===== config.mk =====
export PLATFORM = sky130hd
export DESIGN_NAME = pta_cell
export DESIGN_NICKNAME = d
export VERILOG_FILES = /design/src/hw/rtl/peer_table_with_aging_core_defines.svh /design/src/hw/rtl/pta_pkg.sv /design/src/hw/rtl/pta_cell.sv
export SDC_FILE = /design/constraint.sdc
export NUM_CORES = 1
export LEC_CHECK = 0
export BUFFER_PORTS_ARGS = -buffer_cell sky130_fd_sc_hd__buf_4
export CORE_MARGIN = 2
export CORE_UTILIZATION = 46
export DETAILED_ROUTE_END_ITERATION = 16
export PLACE_DENSITY = 0.86
export SYNTH_ARGS = -nofsm -noshare
export SYNTH_HDL_FRONTEND = slang
export SYNTH_SLANG_ARGS = --single-unit

===== constraint.sdc =====
create_clock -name i_clk -period 5.5 [get_ports i_clk]
set_input_delay 0.825 -clock i_clk [delete_from_list [all_inputs] [get_ports i_clk]]
set_output_delay 0.825 -clock i_clk [all_outputs]
set_load 0.03 [all_outputs]

===== src/hw/rtl/peer_table_with_aging_core_defines.svh =====
// ----------------------------------------------------------------------------
// peer table assertion macros
// concurrent check helpers, empty when synthesizing
// ----------------------------------------------------------------------------
`ifndef PEER_TABLE_WITH_AGING_CORE_DEFINES_SVH
`define PEER_TABLE_WITH_AGING_CORE_DEFINES_SVH

`ifndef SYNTHESIS
`define PTA_ASSERT_RST(label, clk, rst_n, prop, msg) \
    label: assert property (@(posedge clk) disable iff (!rst_n) prop) else $error(msg);
`define PTA_ASSERT_CLK(label, clk, prop, msg) \
    label: assert property (@(posedge clk) prop) else $error(msg);
`else
`define PTA_ASSERT_RST(label, clk, rst_n, prop, msg)
`define PTA_ASSERT_CLK(label, clk, prop, msg)
`endif

`endif


===== src/hw/rtl/pta_pkg.sv =====
// ----------------------------------------------------------------------------
// peer table package
// sizes, probe beat type, state codes and result packing helpers
// ----------------------------------------------------------------------------
`timescale 1ns / 1ps

package pta_pkg;

    localparam int PEER_SLOTS    = 16;
    localparam int IDX_W         = (PEER_SLOTS > 1) ? $clog2(PEER_SLOTS) : 1;
    localparam int CNT_W         = $clog2(PEER_SLOTS + 1);
    localparam int MAC_W         = 48;
    localparam int TIME_W        = 32;
    localparam int HEIGHT_W      = 32;
    localparam int CAPS_W        = 8;
    localparam int TMO_W         = 16;
    localparam int SLOT_OUT_W    = 4;
    localparam int COUNT_OUT_W   = 5;
    localparam int IN_TDATA_W    = 120;
    localparam int OUT_TDATA_W   = 16;
    localparam logic [TMO_W-1:0] TIMEOUT_RESET = 16'd300;

    typedef enum logic [1:0] {
        OP_MATCH,
        OP_WRITE,
        OP_PRUNE
    } t_op;

    typedef enum logic [1:0] {
        ST_IDLE,
        ST_MATCH,
        ST_WRITE,
        ST_EMIT
    } t_state;

    typedef struct packed {
        logic                vld;
        t_op                 op;
        logic [IDX_W-1:0]    pos;
        logic [MAC_W-1:0]    mac;
        logic [HEIGHT_W-1:0] height;
        logic [CAPS_W-1:0]   caps;
        logic [TIME_W-1:0]   now;
        logic [TMO_W-1:0]    timeout;
        logic                hit;
        logic [IDX_W-1:0]    hit_idx;
        logic                claim;
        logic                free_vld;
        logic [IDX_W-1:0]    free_idx;
        logic [CNT_W-1:0]    count;
    } t_probe;

    function automatic logic [SLOT_OUT_W-1:0] slot_out(input logic [IDX_W-1:0] idx);
        logic [IDX_W+SLOT_OUT_W-1:0] ext;
        ext = {{SLOT_OUT_W{1'b0}}, idx};
        return ext[SLOT_OUT_W-1:0];
    endfunction

    function automatic logic [COUNT_OUT_W-1:0] count_out(input logic [CNT_W-1:0] cnt);
        logic [CNT_W+COUNT_OUT_W-1:0] ext;
        ext = {{COUNT_OUT_W{1'b0}}, cnt};
        return ext[COUNT_OUT_W-1:0];
    endfunction

endpackage


===== src/hw/rtl/pta_cell.sv =====
// ----------------------------------------------------------------------------
// peer table cell
// holds one table entry and passes the probe beat on to the next cell
// ----------------------------------------------------------------------------
`timescale 1ns / 1ps

module pta_cell (
    input  logic            i_clk,
    input  logic            i_rst_n,
    input  pta_pkg::t_probe i_probe,
    output pta_pkg::t_probe o_probe
);

    logic                         r_valid;
    logic [pta_pkg::MAC_W-1:0]    r_mac;
    logic [pta_pkg::TIME_W-1:0]   r_last;
    logic [pta_pkg::HEIGHT_W-1:0] r_height;
    logic [pta_pkg::CAPS_W-1:0]   r_caps;
    logic                         r_probe_vld;
    pta_pkg::t_probe              r_probe;

    logic                         n_valid;
    logic [pta_pkg::MAC_W-1:0]    n_mac;
    logic                         n_write;
    pta_pkg::t_probe              n_probe;
    logic [pta_pkg::TIME_W-1:0]   w_age;
    logic                         w_stale;

    assign w_age   = i_probe.now - r_last;
    assign w_stale = r_valid && (w_age > {{(pta_pkg::TIME_W-pta_pkg::TMO_W){1'b0}},
                                          i_probe.timeout});

    always_comb begin
        n_valid = r_valid;
        n_mac   = r_mac;
        n_write = 1'b0;
        n_probe = i_probe;
        n_probe.pos = i_probe.pos + pta_pkg::IDX_W'(1);
        if (i_probe.vld) begin
            case (i_probe.op)
                pta_pkg::OP_MATCH: begin
                    if (!i_probe.hit && r_valid && r_mac == i_probe.mac) begin
                        n_probe.hit     = 1'b1;
                        n_probe.hit_idx = i_probe.pos;
                    end
                    if (!i_probe.free_vld && !r_valid) begin
                        n_probe.free_vld = 1'b1;
                        n_probe.free_idx = i_probe.pos;
                    end
                end
                pta_pkg::OP_WRITE: begin
                    if (i_probe.hit && i_probe.hit_idx == i_probe.pos) begin
                        n_write = 1'b1;
                        if (i_probe.claim) begin
                            n_valid = 1'b1;
                            n_mac   = i_probe.mac;
                        end
                    end
                end
                pta_pkg::OP_PRUNE: begin
                    if (w_stale) begin
                        n_valid = 1'b0;
                        n_mac   = '0;
                    end
                    n_probe.count = i_probe.count + pta_pkg::CNT_W'(n_valid);
                end
                default: begin
                    n_probe = i_probe;
                end
            endcase
        end
    end

    always_ff @(posedge i_clk) begin
        if (!i_rst_n) begin
            r_valid     <= 1'b0;
            r_mac       <= '0;
            r_probe_vld <= 1'b0;
        end else begin
            r_valid     <= n_valid;
            r_mac       <= n_mac;
            r_probe_vld <= n_probe.vld;
        end
    end

    always_ff @(posedge i_clk) begin
        r_probe <= n_probe;
        if (n_write) begin
            r_last   <= i_probe.now;
            r_height <= i_probe.height;
            r_caps   <= i_probe.caps;
        end
    end

    always_comb begin
        o_probe     = r_probe;
        o_probe.vld = r_probe_vld;
    end

endmodule


Word level (Yosys, flattened, before mapping)
Index checks and enable logic that the tools add are counted.

operators by class
  $add $sub $neg = 3
  order comparisons = 1
  eq/ne operators = 7
  multiplexer cells = 20
  reduce and logical (&&, ||, !) cells = 14

operators with widths
  kind                 number
  $mux 156             1
  $mux 48              3
  $mux 140             1
  $pmux 48 s2          1
  $eq 48x48->1         1
  $gt 32x16->1         1
  $sub 32x32->32       1
  $mux 5               5
  $mux 1               8
  $ne 2x2->1 const B   3
  $add 5x1->5          1
  $logic_and 1x1->1    5
  $reduce_and 5->1     1
  $add 4x1->4 const B  1
  $eq 4x4->1           1
  $reduce_and 4->1     1
  $logic_not 1->1      3
  $reduce_or 3->1      1
  $eq 2x1->1 const B   1
  $eq 2x2->1 const B   1
  $logic_not 2->1      1
  $pmux 1 s2           1
  $reduce_and 2->1     1
  $reduce_bool 2->1    1

word-level totals
  bits in registers = 240
  input port bits = 161
  output and inout bits = 159
  logic and storage cells = 62

Longest topological paths before layout
  depth in word-level cells = 9
  mapped depth = 22

Worst setup path before layout
No wires, ideal clock.

  kind = in2reg
  from = input port i_probe[153] (netlist name)
  to = register r_last[0] (netlist name) (enable)
  data arrival time = 4,739 ps
  required time = 4,987 ps
  setup slack = 248 ps
  cell stages on the path = 3
  cell sequence = xor2_1 > or3_1 > nor4b_1

on the way
  cells in the longest elaborated chain, start to end = 5

RTL lines
  item                  RTL line        RTL
  start, declared       pta_cell.sv:10  input pta_pkg::t_probe i_probe,
  $eq 4x4->1            pta_cell.sv:52  if (i_probe.hit && i_probe.hit_idx == i_probe.pos) begin
  $logic_and 1x1->1     pta_cell.sv:52
  $mux 1                pta_cell.sv:52
  $mux 1                pta_cell.sv:40  case (i_probe.op)
  $mux 1                pta_cell.sv:39  if (i_probe.vld) begin
  net n_write           pta_cell.sv:24  logic n_write;
  end signal, assigned  pta_cell.sv:89  r_last <= i_probe.now;
  end, declared         pta_cell.sv:16  logic [pta_pkg::TIME_W-1:0] r_last;

The timed path passes the listed nets, and every way through them passes these cells.
A chain may end at the register's enable or synchronous reset.

==> impl_metrics.toml <==
[floorplan]
die_x_um = 148
placeableCoreArea_mm2 = 0.0204
ios = 320
core.rowCount = 52
die_h_um = 148
initial_core_util_pct = 47.0
die_area_mm2 = 0.0220

[clock_network]
cts_resized = 0
cts_buffer_depth = 3
cts_hold_buf = 0
ctsHtreeMaxLevel = 1
cts_buffers = 25
root_buffer = "clkbuf_16"
path_clk_slew_ns = 0.06
cts_tree = "yes"
cts_setup_buffers = 0
cts_sinks = 240
clock_latency_ns = 0.53

[sta]
fmax_mhz = 200
post-route-min-period_ns = 4.99
rsz0062_at_grt = "no"
worst_pin_slew_ns = 1.06
worst_slack_ns = 0.511
setup_viol = 0
final_max_slew_viol_count = 0
max_slew_margin_pct = 29.0
fin_skew_ns = 0.0146
whs_ns = 0.394
fin_setup_tns_ns = 0
hold_viol = 0
finalCritPeriodShare_pct = 90.7

[power_and_ir_drop]
power.density_mw_per_mm2 = 315
irDropWorstVdd_mv = 0.241
p_leak_nw = 5.70
p_total_mw = 4.11

[synth]
synth.avg_cell_area_um2 = 10.6
synth_fp_nets = 1119
synth-async-reset-ratio_pct = 0
synth_edf_count = 32
synthesis.area_mm2 = 0.00958
synth_area_leaders = "dfxtp_1 (43%), edfxtp_1 (10%), ha_1 (6.5%)"
yosys.area.top_type_share_pct = 43.5
ys.warnings.count = 0
yosys_most_used_dff = "dfxtp_1"
synth_top_area_cell = "dfxtp_1"
yosysSeqAreaShare_pct = 53.5
synth_seq_cells = 240
synth_cell_types = 59
synthCells = 907

[global_route]
grt_max_degree = 50
grt_overflow = 0
first_global_vias = 7741
antenna_found_initial = 0
grt_pass1_wl_mm = 39.3
grt_usage_pct = 22.1

[layout]
diodes = 0
nNetsFinal = 1441
final_layout_size_suffix_gt1_share_pct = 33.2
syn2layout_area_growth_pct = 36.4
fillCellCount = 1558

[drt]
via_per_inst = 5.30
first_pass_iters = 6
ant_nets = 0
num_vias = 8042
drc_errors = 0
drt-total-wl_mm = 25.7
drt-wirelength-per-cell_um = 16.9
drtIter0Drc = 617

[worst_setup_path]
critPathSlowestCell = "or4_1"
arrival_ns = 5.41
critPathCaptureType = "flip-flop"
required_ns = 5.92
crit_fanout = 5
cp-start-kind = "input pin"
crit_chain = "buf_4 > inv_1 > ha_1 > fa_1 > nand2b_1 > a21oi_1 > o21ai_0 > nand2_1 > a21oi_1 > xnor2_1 > ha_1 > nand4_1 > or4_1 > nor2_1 > o221ai_1 > nor4_1 > and3_1 > ha_1 > ha_1 > mux2_2"
critPathKind = "in -> reg"
slowest_delay_ns = 0.54
path_common_cell = "ha_1"

[place]
place_congestion = 0.953
hpwlAfterDp_mm = 19.1
io_buffer_count = 319
place_ws_ns = 0.0530

[outcome]
status = "complete, no violations"

[hold_path]
hold_class = "in -> reg"

[flow_run]
max-cap-violations = 0
==> area by class of cell <==
type,count,area [µm²],share of cell area [%]
Sequential cell,240,5120,39.2
Clock buffer,31,709,5.43
Clock inverter,15,126,0.967
Multi-Input combinational cell,531,3930,30.1
Tap cell,270,338,2.59
Timing Repair Buffer,324,2430,18.6
Inverter,107,402,3.07
==> layout by cell type (no fill, tap or decap), types with 26 or more instances in the layout <==
| master | instances |
|---|---|
| clkbuf_16 | 26 |
| o21ai_0 | 54 |
| xor2_1 | 34 |
| inv_1 | 107 |
| a32oi_1 | 48 |
| edfxtp_1 | 32 |
| xnor2_1 | 47 |
| dfxtp_1 | 208 |
| nand2_1 | 39 |
| nor2_1 | 27 |
| buf_4 | 324 |
| a21oi_1 | 55 |
| ha_1 | 50 |
==> Yosys cell counts, types with 12 or more instances <==
master and number:
dfxtp_1 208, mux2_2 12, nand2_1 39, inv_1 107, o21ai_0 54, nor2_1 27
edfxtp_1 32, xnor2_1 47, nand4_1 22, ha_1 50, a32oi_1 48, nor3_1 12
clkbuf_1 17, o21ai_2 21, a21oi_1 55, xor2_1 34
==> stage by stage <==
| step | cells | utilization, % | cell area [µm²] |
|---|---|---|---|
| finish | 1518 | 64.2 | 13100 |
| global route | 1518 | 64.2 | 13100 |
| CTS | 1518 | 64.2 | 13100 |
| detailed placement | 1472 | 60.1 | 12200 |
| global placement | 1472 | 60.1 | 12200 |
| floorplan | 907 | - | 9580 |
==> cells by family after synthesis <==
family / count (synthesis) / synth area share [%]
flops: 240 / 53.5
buf+inv: 136 / 5.71
compound gates: 236 / 17.0
fa+ha+maj: 51 / 6.74
simple gates: 151 / 8.20
xor+xnor: 81 / 7.41
mux: 12 / 1.41
==> flip-flops by register name, indices dropped and copies added (netlist names) <==
signal / flops
o_probe: 158
r_last: 32
r_mac: 48
r_probe_vld: 1
r_valid: 1
==> worst max-delay path, delay by kind of cell <==
kind / cells / cell delay [ns]
compound gates: 4 / 0.86
simple gates: 7 / 1.82
fa+ha+maj: 5 / 1.36
buf+inv: 2 / 0.12
mux: 1 / 0.26
xor+xnor: 1 / 0.14
==> layer usage <==
layer / up-vias / global-route usage (%) / share of wire, %
met5: - / 0 / 0
met4: 0 / 6.95 / 2.4
met3: 52 / 4.69 / 8.1
met2: 368 / 37.5 / 48
met1: 3749 / 28.2 / 41
li1: 3873 / - / -
==> report_power, final <==
group | internal, mW | leakage (nW) | switching, mW
clock | 0.972 | 0.423 | 0.697
sequential | 1.84 | 2.02 | 0.0194
combinational | 0.243 | 3.26 | 0.340
==> path summary, 6_finish.rpt <==
path / slack, ns / cells past startpoint / to / startpoint
max: 0.51 / 20 / o_probe[1]$_DFF_P_ / i_probe[32]
min: 0.39 / 1 / o_probe[84]$_DFF_P_ / i_probe[84]
max reg2reg: 0.55 / 18 / o_probe[1]$_DFF_P_ / r_last[0]$_DFFE_PP_
min reg2reg: 0.49 / 2 / r_mac[29]$_SDFFE_PN0P_ / r_mac[29]$_SDFFE_PN0P_
Note: power is estimated with default switching activity, not from simulation.
